--- config.mk ---
export PLATFORM = sky130hd
export DESIGN_NAME = scq_front
export DESIGN_NICKNAME = d
export VERILOG_FILES = /design/src/sv/scq_pkg.sv /design/src/sv/scq_front.sv
export SDC_FILE = /design/constraint.sdc
export NUM_CORES = 1
export LEC_CHECK = 0
export BUFFER_PORTS_ARGS = -buffer_cell sky130_fd_sc_hd__buf_4
export CAP_MARGIN = 5
export CORE_MARGIN = 2
export CORE_UTILIZATION = 51
export DETAILED_ROUTE_END_ITERATION = 10
export PLACE_DENSITY = 0.82
export SETUP_SLACK_MARGIN = 0.2
export SYNTH_ARGS = -nofsm -noshare
export SYNTH_HDL_FRONTEND = slang
export SYNTH_SLANG_ARGS = --single-unit
--- constraint.sdc ---
create_clock -name clock -period 2.2 [get_ports clock]
set_input_delay 0.33 -clock clock [delete_from_list [all_inputs] [get_ports clock]]
set_output_delay 0.33 -clock clock [all_outputs]
set_load 0.02 [all_outputs]
--- src/sv/scq_pkg.sv ---
`timescale 1ns / 1ps
// ----------------------------------------------------------------------------
// scq_pkg: shared definitions for the stack/queue trace checker
// sizes, request and command codes, and the command and result records
// ----------------------------------------------------------------------------
package scq_pkg;

   // storage sizes
   localparam int DEPTH      = 1024;
   localparam int DATA_WIDTH = 32;
   localparam int VALUE_W    = 32;
   localparam int STORE_W    = (DATA_WIDTH < VALUE_W) ? DATA_WIDTH : VALUE_W;
   localparam int ADDR_W     = (DEPTH > 1) ? $clog2(DEPTH) : 1;
   localparam int CNT_W      = $clog2(DEPTH + 1);
   localparam int SUM_W      = CNT_W + 1;

   // two-slot queues between the parts
   localparam int QUEUE_SLOTS = 2;
   localparam int QCNT_W      = 2;

   // request modes
   localparam int MODE_W = 2;
   localparam logic [MODE_W-1:0] MODE_INSERT = 2'd0;
   localparam logic [MODE_W-1:0] MODE_REMOVE = 2'd1;
   localparam logic [MODE_W-1:0] MODE_CLEAR  = 2'd2;

   // internal command codes
   typedef logic [1:0] op_type;
   localparam op_type OP_INSERT = 2'd0;
   localparam op_type OP_REMOVE = 2'd1;
   localparam op_type OP_CLEAR  = 2'd2;
   localparam op_type OP_NOP    = 2'd3;

   // verdict codes
   typedef logic [1:0] verdict_type;
   localparam verdict_type VERDICT_BOTH    = 2'd0;
   localparam verdict_type VERDICT_STACK   = 2'd1;
   localparam verdict_type VERDICT_QUEUE   = 2'd2;
   localparam verdict_type VERDICT_NEITHER = 2'd3;

   typedef struct packed {
      op_type             op;
      logic [STORE_W-1:0] data;
   } cmd_type;

   typedef struct packed {
      logic        stack_match;
      logic        queue_match;
      verdict_type verdict;
      logic        capacity_fault;
   } rsp_type;

   function automatic verdict_type verdict_of(input logic lifo_ok, input logic fifo_ok);
      verdict_type v;
      begin
         if (lifo_ok && fifo_ok) begin
            v = VERDICT_BOTH;
         end else if (lifo_ok) begin
            v = VERDICT_STACK;
         end else if (fifo_ok) begin
            v = VERDICT_QUEUE;
         end else begin
            v = VERDICT_NEITHER;
         end
         return v;
      end
   endfunction

endpackage

--- src/sv/scq_front.sv ---
`timescale 1ns / 1ps
// ----------------------------------------------------------------------------
// scq_front: request intake
// classifies each request into a command and holds it in a two-slot queue
// ----------------------------------------------------------------------------
module scq_front (
   input  logic                                  clock,
   input  logic                                  reset,
   input  logic                                  req_push,
   input  logic [scq_pkg::MODE_W-1:0]            req_mode,
   input  logic signed [scq_pkg::VALUE_W-1:0]    req_value,
   output logic                                  req_full,
   output logic                                  cmd_valid,
   output scq_pkg::cmd_type                      cmd,
   input  logic                                  cmd_pop
);

   scq_pkg::cmd_type                 slot_ff [scq_pkg::QUEUE_SLOTS];
   scq_pkg::cmd_type                 new_cmd;
   logic                             wr_ptr_ff, wr_ptr_in;
   logic                             rd_ptr_ff, rd_ptr_in;
   logic [scq_pkg::QCNT_W-1:0]       count_ff, count_in;
   logic                             push_ok;
   logic                             pop_ok;

   // classify
   always_comb begin
      case (req_mode)
         scq_pkg::MODE_INSERT: new_cmd.op = scq_pkg::OP_INSERT;
         scq_pkg::MODE_REMOVE: new_cmd.op = scq_pkg::OP_REMOVE;
         scq_pkg::MODE_CLEAR:  new_cmd.op = scq_pkg::OP_CLEAR;
         default:              new_cmd.op = scq_pkg::OP_NOP;
      endcase
      new_cmd.data = req_value[scq_pkg::STORE_W-1:0];
   end

   assign req_full  = (count_ff == scq_pkg::QCNT_W'(scq_pkg::QUEUE_SLOTS));
   assign cmd_valid = (count_ff != '0);
   assign cmd       = slot_ff[rd_ptr_ff];
   assign push_ok   = req_push & ~req_full;
   assign pop_ok    = cmd_pop & cmd_valid;

   always_comb begin
      wr_ptr_in = push_ok ? ~wr_ptr_ff : wr_ptr_ff;
      rd_ptr_in = pop_ok ? ~rd_ptr_ff : rd_ptr_ff;
      count_in  = count_ff + scq_pkg::QCNT_W'(push_ok) - scq_pkg::QCNT_W'(pop_ok);
   end

   always_ff @(posedge clock) begin
      if (reset) begin
         wr_ptr_ff <= 1'b0;
         rd_ptr_ff <= 1'b0;
         count_ff  <= '0;
      end else begin
         wr_ptr_ff <= wr_ptr_in;
         rd_ptr_ff <= rd_ptr_in;
         count_ff  <= count_in;
      end
   end

   always_ff @(posedge clock) begin
      if (push_ok) begin
         slot_ff[wr_ptr_ff] <= new_cmd;
      end
   end

endmodule

======== Word level (Yosys, flattened, before mapping) ========
Memory sizes are Yosys's and may differ from the RTL's. A register that Yosys moved wholly into a read port is not among the register bits.
Cells that the tools add are included.
storage, ports and cells
  register bits after elaboration ......... 4
  bits in writable memories ............... 68
  input port bits ......................... 38
  output and inout bits ................... 36
  word-level logic and storage cells ...... 21
  memories kept ........................... 1
memory list
  memory   words  width  read ports  clocked after Yosys merged registers in  wr ports  line             text
  slot_ff  2      34     1           1                                        1         scq_front.sv:18  scq_pkg::cmd_type slot_ff [scq_pkg::QUEUE_SLOTS];
cells by class
  add/sub/neg operators ................... 2
  equal/unequal tests ..................... 3
  muxes and demuxes ....................... 5
  bitwise logic cells ..................... 5
  reductions and logical operators ........ 2
operator list
  cell                                                 count
  one-hot mux 2 bit (3 select lines)                   1
  equality test 2 bit, second input constant           2
  2-to-1 mux 1 bit                                     4
  NOT 1 bit                                            3
  adder 2 x 1 -> 2 bit                                 1
  AND 1 bit                                            2
  equality test 2 x 1 -> 1 bit, second input constant  1
  zero test 2 bit                                      1
  nonzero test 2 bit                                   1
  subtractor 2 x 1 -> 2 bit                            1

======== Longest topological paths before layout ========
Gate-level depths: netlist of run 1.
  depth after elaboration ................. 5
  gate-level depth with buffers ........... 8
  mapped depth without buffers ............ 8

======== Least setup slack after synthesis of run 1 ========
No wires, ideal clock.
  kind .................................... reg-to-reg
  start point ............................. register count_ff[0] (netlist name)
  end point ............................... memory slot_ff[0][0] (netlist name), enable pin
  library setup time ...................... 389 ps
  arrival time ............................ 1552 ps
  data required time ...................... 1811 ps
  path slack .............................. 259 ps
  stages on the path, launching flop included .. 5
  path buffers ............................ 0
  period minus slack after synthesis ...... 1941 ps
  cell sequence ........................... dfxtp_1 > nand2b_2 > inv_2 > or3_1 > inv_1
between the ends
  cells in the longest elaborated chain, start to end .. 5
ends and longest elaborated chain
  what                                    line             text
  start, declared                         scq_front.sv:22  logic [scq_pkg::QCNT_W-1:0] count_ff, count_in;
  start signal, assigned                  scq_front.sv:57  count_ff <= count_in;
  equality test 2 bit                     scq_front.sv:37  assign req_full = (count_ff == scq_pkg::QCNT_W'(scq_pkg::QUEUE_SLOTS));
  via req_full                            scq_front.sv:12  output logic req_full,
  NOT 1 bit                               scq_front.sv:40  assign push_ok = req_push & ~req_full;
  AND 1 bit                               scq_front.sv:40
  2-to-1 mux 1 bit                        scq_front.sv:62  if (push_ok) begin
  2-to-1 mux 1 bit (not written as such)  scq_front.sv:63  slot_ff[wr_ptr_ff] <= new_cmd;
  end, declared                           scq_front.sv:18
The timed path passes the listed nets, and every way through them passes these cells.

==> key figures, run 1 <==
Routing
  – Via count: 1,416
  – Iter 0 DRT Violations: 55
  – # DRC: 0
  – Pre-antenna DRT Iters: 4
  – Antenna viol nets, final: 0
  – Wirelength, routed: 4380 um
  – Routed len/inst: 15.0 um
  – Via density: around 4.8

Synthesis
  – Cell taking the most area after synthesis: edfxtp_1
  – Post-Syn Nets: between 150 and 200
  – Post-synth top area share: 0.757
  – Synth Area in Adders: 0.00928
  – Synth Register Bits: 73
  – Synth Area in Compound Gates: 0.00650
  – Post-synthesis cell count: 135
  – Average instance area after synthesis: 20.0 um2
  – Yosys cell types: 23
  – Main combinational cell family by area after synthesis: multiplexers
  – Netlist Area Pre-Place: 2700 um2
  – Synth area leaders: edfxtp_1 (76%), mux2_2 (14%), dfxtp_1 (3.7%), ha_1 (0.93%), buf_4 (0.84%)
  – Synth Area in Simple Gates: 0.0227
  – Ys Warns: 0
  – Post-synthesis mux area share: 0.142
  – Register area share after synthesis: 0.794
  – Post-Synth XOR/XNOR Area: 0.00650

Final layout
  – Area grow syn2layout: 33.1%
  – Layout cells sized above 1: 0.592
  – # diodes: 0
  – Fin nets: approximately 260

Critical path
  – WP data required: 1.87 ns
  – Kind of critical path: reg -> out
  – Slowest stage delay, CP: 0.38 ns
  – Crit path max-delay family: buffers and inverters
  – Worst Path Buf+Inv: 2
  – Crit start category: flop
  – CP endpoint kind: output port
  – Arrival @ worst endpoint: 1.49 ns
  – Sequence of cells on the critical path: buf_4 -> mux2_2 -> buf_4
  – Crit path top cell by count: buf_4
  – Critical path's slowest cell: mux2_2
  – Reg-to-reg slack, setup: about 0.62 ns
  – CP Max Fanout: 22

STA
  – Slew headroom: 0.756
  – Fin. Hold Viols: 0
  – Max Clock Freq: 0.550 GHz
  – Final Setup Violations: 0
  – Min Tclk post-route: 1.82 ns
  – Layout Skew: 0.00730 ns
  – Tightest Pin Transition: 0.366 ns
  – RSZ-0062 raised after global routing: false
  – Final period util: 0.826
  – Setup TNS: 0 ns
  – Fin. max-slew vios: 0

Clock tree
  – CTS tree: done
  – TritonCTS Buffers: 9
  – CTS sink count: 73
  – Clock slew at reported path FFs: 0.08 ns
  – Hold Buf Count CTS: 0
  – H-tree depth: 3
  – CTS Buffer Depth: 2
  – Post-CTS setup buffer count: 0
  – Worst-Skew Late Latency: roughly 0.33 ns
  – Post-cts resize count: 0
  – CTS root buf: clkbuf_8

Job
  – Max_cap viols: 0

Floorplanning
  – Die Wd: 76.7 um
  – Starting Density: 0.528
  – Die Area: 5880 um2
  – Die Y: roughly 77 um
  – Number of primary I/O pins: 74
  – Rows: 26
  – CORE AREA: about 5100 um2

Global routing
  – Largest net degree at the start of global routing: 23
  – Antenna violations before repair: 0
  – First-pass GRT wire length: ~7200 um
  – Vias in the first global route: ~1,500
  – Total track usage: 0.165
  – Total global routing overflow: 0

Placed design
  – Port bufs: 73
  – DP HPWL: 2890 um
  – Gpl congestion: between 0.6 and 0.7

Pwr
  – Cell Pwr Density: 1240 nW/um2
  – Overall Power: 0.00446 W
  – Leakage: between 1 and 1.5 nW
  – VDD IR max: around 700 uV

Status
  – Outcome: finished, final reports clean

Min path
  – Hold Path Class: in -> reg
-- final timing paths --
check / from / cells after the start / to
worst max-delay path: flop / 3 / cmd[9]
worst min-delay path: req_value[29] / 1 / slot_ff[1][29]
worst max register to register: count_ff[1] / 7 / count_ff[1]
worst min register to register: wr_ptr_ff / 2 / wr_ptr_ff
-- where the power goes --
group | leakage [nW] | total [W] | internal (W) | switching (W)
logic | 0.589 | 0.00139 | 0.000662 | 0.000729
registers | 0.676 | 0.00183 | 0.00177 | 0.0000628
clock network | 0.115 | 0.00124 | 0.000753 | 0.000484
-- cell type report --
class / instances / area (um2)
multi-input combinational: 52 / 504
clock buffer: 9 / 124
timing repair buffer: 78 / 598
fill: 341 / 1520
inverter: 4 / 15.0
tap: 70 / 87.6
sequential: 73 / 2140
clock inverter: 7 / 119
-- synthesized netlist by cell type (all sizes together) --
cell type,number
o21ai,1
dfxtp,5
nor2,3
inv,4
a21oi,1
buf,4
or2,1
mux2,34
and3,1
and2,1
nor3,1
xor2,1
o21a,1
or3,1
nand2,1
edfxtp,68
nand2b,1
clkbuf,2
nor2b,1
xnor2,1
ha,2
-- placed cells by master (no fill, tap or decap), types with 2 or more instances in the layout --
cell | netlist | final
nor2_1 | 3 | 3
clkinvlp_4 | 0 | 2
inv_1 | 3 | 3
clkbuf_8 | 0 | 9
edfxtp_1 | 68 | 68
dfxtp_1 | 5 | 5
mux2_2 | 34 | 34
bufinv_16 | 0 | 3
ha_1 | 2 | 2
buf_4 | 3 | 77
-- through the flow --
| step | instance area [um2] | setup slack, ns | cells | util | hold WS (ns) |
|---|---|---|---|---|---|
| 2_1_floorplan | 2700 | 0.259 | 135 | - | 0.399 |
| 3_3_place_gp | 3350 | 0.655 | 277 | 0.655 | 0.479 |
| 3_5_place_dp | 3350 | 0.624 | 277 | 0.655 | 0.481 |
| 4_1_cts | 3590 | 0.353 | 293 | 0.703 | 0.160 |
| 5_1_grt | 3590 | 0.297 | 293 | 0.703 | 0.159 |
| 6_report | 3590 | 0.382 | 293 | 0.703 | 0.179 |
-- worst reg2reg max path, cell delays in order, from the launching register on --
cell and delay [ns]:
dfxtp_1 0.35, o21a_1 0.23, ha_1 0.28, inv_1 0.04, ha_1 0.18, xor2_1 0.15, and2_1 0.16, nor3_1 0.12
-- sequential cells by signal, indices dropped and copies added (netlist names), named ones only --
name,cells
wr_ptr_ff,1
count_ff,2
slot_ff,68
rd_ptr_ff,1
-- routing by layer --
layer  up-vias  global-route usage  share of wire
li1        679                   -              -
met1       685               0.193           0.41
met2        47               0.276           0.52
met3         5              0.0600          0.060
met4         0              0.0709         0.0096
met5         -                   0              0
-- logic make-up after synthesis --
family,after synthesis
flops,73
mux,34
simple gates,11
buf+inv,10
compound gates,3
xor+xnor,2
fa+ha+maj,2
No activity file was read; power rests on OpenSTA's default activity.
==> run 2: changes to the inputs <==
--- a/config.mk
+++ b/config.mk
@@ -8,9 +8,9 @@
 export BUFFER_PORTS_ARGS = -buffer_cell sky130_fd_sc_hd__buf_4
 export CAP_MARGIN = 5
 export CORE_MARGIN = 2
-export CORE_UTILIZATION = 51
+export CORE_UTILIZATION = 46
 export DETAILED_ROUTE_END_ITERATION = 10
-export PLACE_DENSITY = 0.82
+export PLACE_DENSITY = 0.78
 export SETUP_SLACK_MARGIN = 0.2
 export SYNTH_ARGS = -nofsm -noshare
 export SYNTH_HDL_FRONTEND = slang
==> constraint.sdc (replaced) <==
create_clock -name clock -period 1.47 [get_ports clock]
set_input_delay 0.2205 -clock clock [delete_from_list [all_inputs] [get_ports clock]]
set_output_delay 0.2205 -clock clock [all_outputs]
set_load 0.02 [all_outputs]
==> run 2 against run 1 <==
  * The flow now finishes with violations (negative setup slack)
  * Hold slack worse by 0.10 ns
  * Count of clock-buffer cells in the layout is 5 higher
  * Register-to-register slack worse by 0.69 ns
  * Sequential share of layout area is 8.8 points lower
  * Non-clock buffer count is 19 higher
==> key figures, run 2 (synthesized netlist as in run 1, its figures left out) <==
Status
  – Outcome: complete, but fails checks (was finished, final reports clean)
  – Failing checks: negative setup slack

Pwr
  – Psw: 0.00224 W (was 0.00128 W)
  – Combinational share of power: 0.458 (was 0.312)
  – VDD IR max: 1070 uV (was 699 uV)
  – Switch share: 0.291 (was 0.286)
  – Clock network power share: 0.176 (was 0.277)
  – P_int: 0.00546 W (was 0.00319 W)
  – Seq pwr share: 0.366 (was 0.411)
  – Cell Pwr Density: 1820 nW/um2 (was 1240 nW/um2)
  – Leakage: 1.68 nW (was 1.38 nW)
  – Overall Power: 0.00770 W (was 0.00446 W)

Floorplanning
  – Starting Density: 0.484 (was 0.528)
  – Die Area: 6490 um2 (was 5880 um2)
  – Die Y: 80.6 um (was 76.7 um)
  – CORE AREA: 5570 um2 (was 5110 um2)
  – Die Wd: 80.6 um (was 76.7 um)
  – Rows: 27 (was 26)
  – Number of primary I/O pins: 74 (unchanged)

Final layout
  – Most frequent cells in the layout: edfxtp_1 (68), buf_6 (42), buf_4 (41) (was buf_4 (77), edfxtp_1 (68), mux2_2 (34))
  – Largest register FFs: 68 (unchanged)
  – Fin nets: 277 (was 258)
  – Layout cells sized above 1: 0.661 (was 0.592)
  – Largest regs: slot_ff (68), count_ff (2) (unchanged)
  – # diodes: 0 (unchanged)
  – Area grow syn2layout: 56.7% (was 33.1%)
  – Commonest non-fill, non-tap cell in the layout: edfxtp_1 (was buf_4)
  – Final cell utilization of the core: 0.758 (was 0.703)
  – # fillers: 342 (was 341)
  – Biggest register: slot_ff (unchanged)

Global routing
  – First-pass GRT wire length: 7790 um (was 7250 um)
  – Antenna violations before repair: 0 (unchanged)
  – Total track usage: 0.169 (was 0.165)
  – Vias in the first global route: 1,611 (was 1,525)
  – Total global routing overflow: 0 (unchanged)
  – Largest net degree at the start of global routing: 19 (was 23)

Critical path
  – Arrival @ worst endpoint: 1.37 ns (was 1.49 ns)
  – Reg-to-reg slack, setup: -0.07 ns (was 0.62 ns)
  – Crit start category: flop (unchanged)
  – CP endpoint kind: output port (unchanged)
  – Kind of critical path: reg -> out (unchanged)
  – WP data required: 1.25 ns (was 1.87 ns)
  – CP Max Fanout: 6 (was 22)

STA
  – Fin. Hold Viols: 0 (unchanged)
  – Final period util: 1.08
  – Max Clock Freq: 0.631 GHz
  – Final Setup Violations: 69 (was 0)
  – RSZ-0062 raised after global routing: true (was false)
  – Tightest Pin Transition: 0.165 ns (was 0.366 ns)
  – Worst Slack Setup Final: -0.116 ns (was 0.382 ns)
  – Slew headroom: 0.890 (was 0.756)
  – WHS: 0.0752 ns (was 0.179 ns)
  – Layout Skew: 0.00695 ns (was 0.00730 ns)
  – Fin. max-slew vios: 0 (unchanged)
  – Min Tclk post-route: ~1.6 ns

Routing
  – Pre-antenna DRT Iters: 4 (unchanged)
  – Via density: 4.90 (was 4.83)
  – Via count: 1,540 (was 1,416)
  – Routed len/inst: 16.6 um (was 15.0 um)
  – Antenna viol nets, final: 0 (unchanged)
  – Iter 0 DRT Violations: 86 (was 55)
  – Wirelength, routed: 5200 um (was 4380 um)
  – # DRC: 0 (unchanged)

Clock tree
  – Clock slew at reported path FFs: 0.07 ns (was 0.08 ns)
  – TritonCTS Buffers: 9 (unchanged)
  – CTS tree: done (unchanged)
  – H-tree depth: 3 (unchanged)
  – CTS sink count: 73 (unchanged)
  – Worst-Skew Late Latency: 0.32 ns (was 0.33 ns)
  – CTS Buffer Depth: 2 (unchanged)
  – Hold Buf Count CTS: 0 (unchanged)
  – CTS root buf: clkbuf_8 (unchanged)

Placed design
  – Port bufs: 73 (unchanged)
  – DP HPWL: 2980 um (was 2890 um)
  – Gpl congestion: 0.696 (was 0.681)

Job
  – Max_cap viols: 0 (unchanged)

Min path
  – Hold Path Class: in -> reg (unchanged)
run 2: cell count changes in the layout (fill, tap and decap cells not counted), sizes merged:
cell and delta:
clkinvlp +1, clkinv -2, bufinv -3, buf +17, inv -1, clkbuf +7
run 2: critical path, stage by stage (launching register included):
cell and delay, ns:
dfxtp_4 0.43, clkbuf_16 0.18, mux2_4 0.30, buf_6 0.13
run 2: path summary, 6_finish.rpt:
kind / startpoint / endpoint / depth (start not counted)
max reg2reg: count_ff[1] / count_ff[1] / 7
min: req_value[8] / slot_ff[0][8] / 1
max: flop / cmd[28] / 3
min reg2reg: wr_ptr_ff / wr_ptr_ff / 2
run 2: metal layers:
layer | GRT usage | up-vias | part of all wire
met4 | 0.0932 | 0 | 0.015
met5 | 0 | - | 0
li1 | - | 721 | -
met1 | 0.199 | 763 | 0.40
met2 | 0.285 | 49 | 0.54
met3 | 0.0393 | 7 | 0.039
run 2: area by class of cell:
cell class	count	area [um2]	area share
tap	72	90.1	0.0213
clock inverter	2	15.0	0.00355
clock buffer	14	163	0.0385
multi-input combinational	52	702	0.166
timing repair buffer	97	1080	0.256
sequential	73	2150	0.509
inverter	4	21.3	0.00503
run 2: stage by stage:
step                std cells  setup slack [ns]  area, um2  setup TNS [ns]
floorplan                 135            -0.121       2720           -4.12
global placement          283          -0.00468       3440        -0.00468
detailed placement        283           -0.0847       3440         -0.0847
CTS                       309            -0.143       3960           -4.36
global route              314            -0.172       4230           -8.03
finish                    314            -0.116       4230           -5.39
run 2: what timing repair did:
item	4_1_cts	5_1_grt
resized for setup	58	46
endpoints found under the setup margin	71	72
pin swaps	0	6
cloned	4	2
setup buffers	6	3
run 2: power groups by stage:
stage	registers [W]	logic (W)	clock network, W
after detailed placement	0.00280	0.00226	0
after global routing	0.00285	0.00371	0.00149
final	0.00282	0.00353	0.00135
after floorplan	0.00277	0.00135	0
after CTS	0.00279	0.00296	0.00139
after global placement	0.00278	0.00224	0
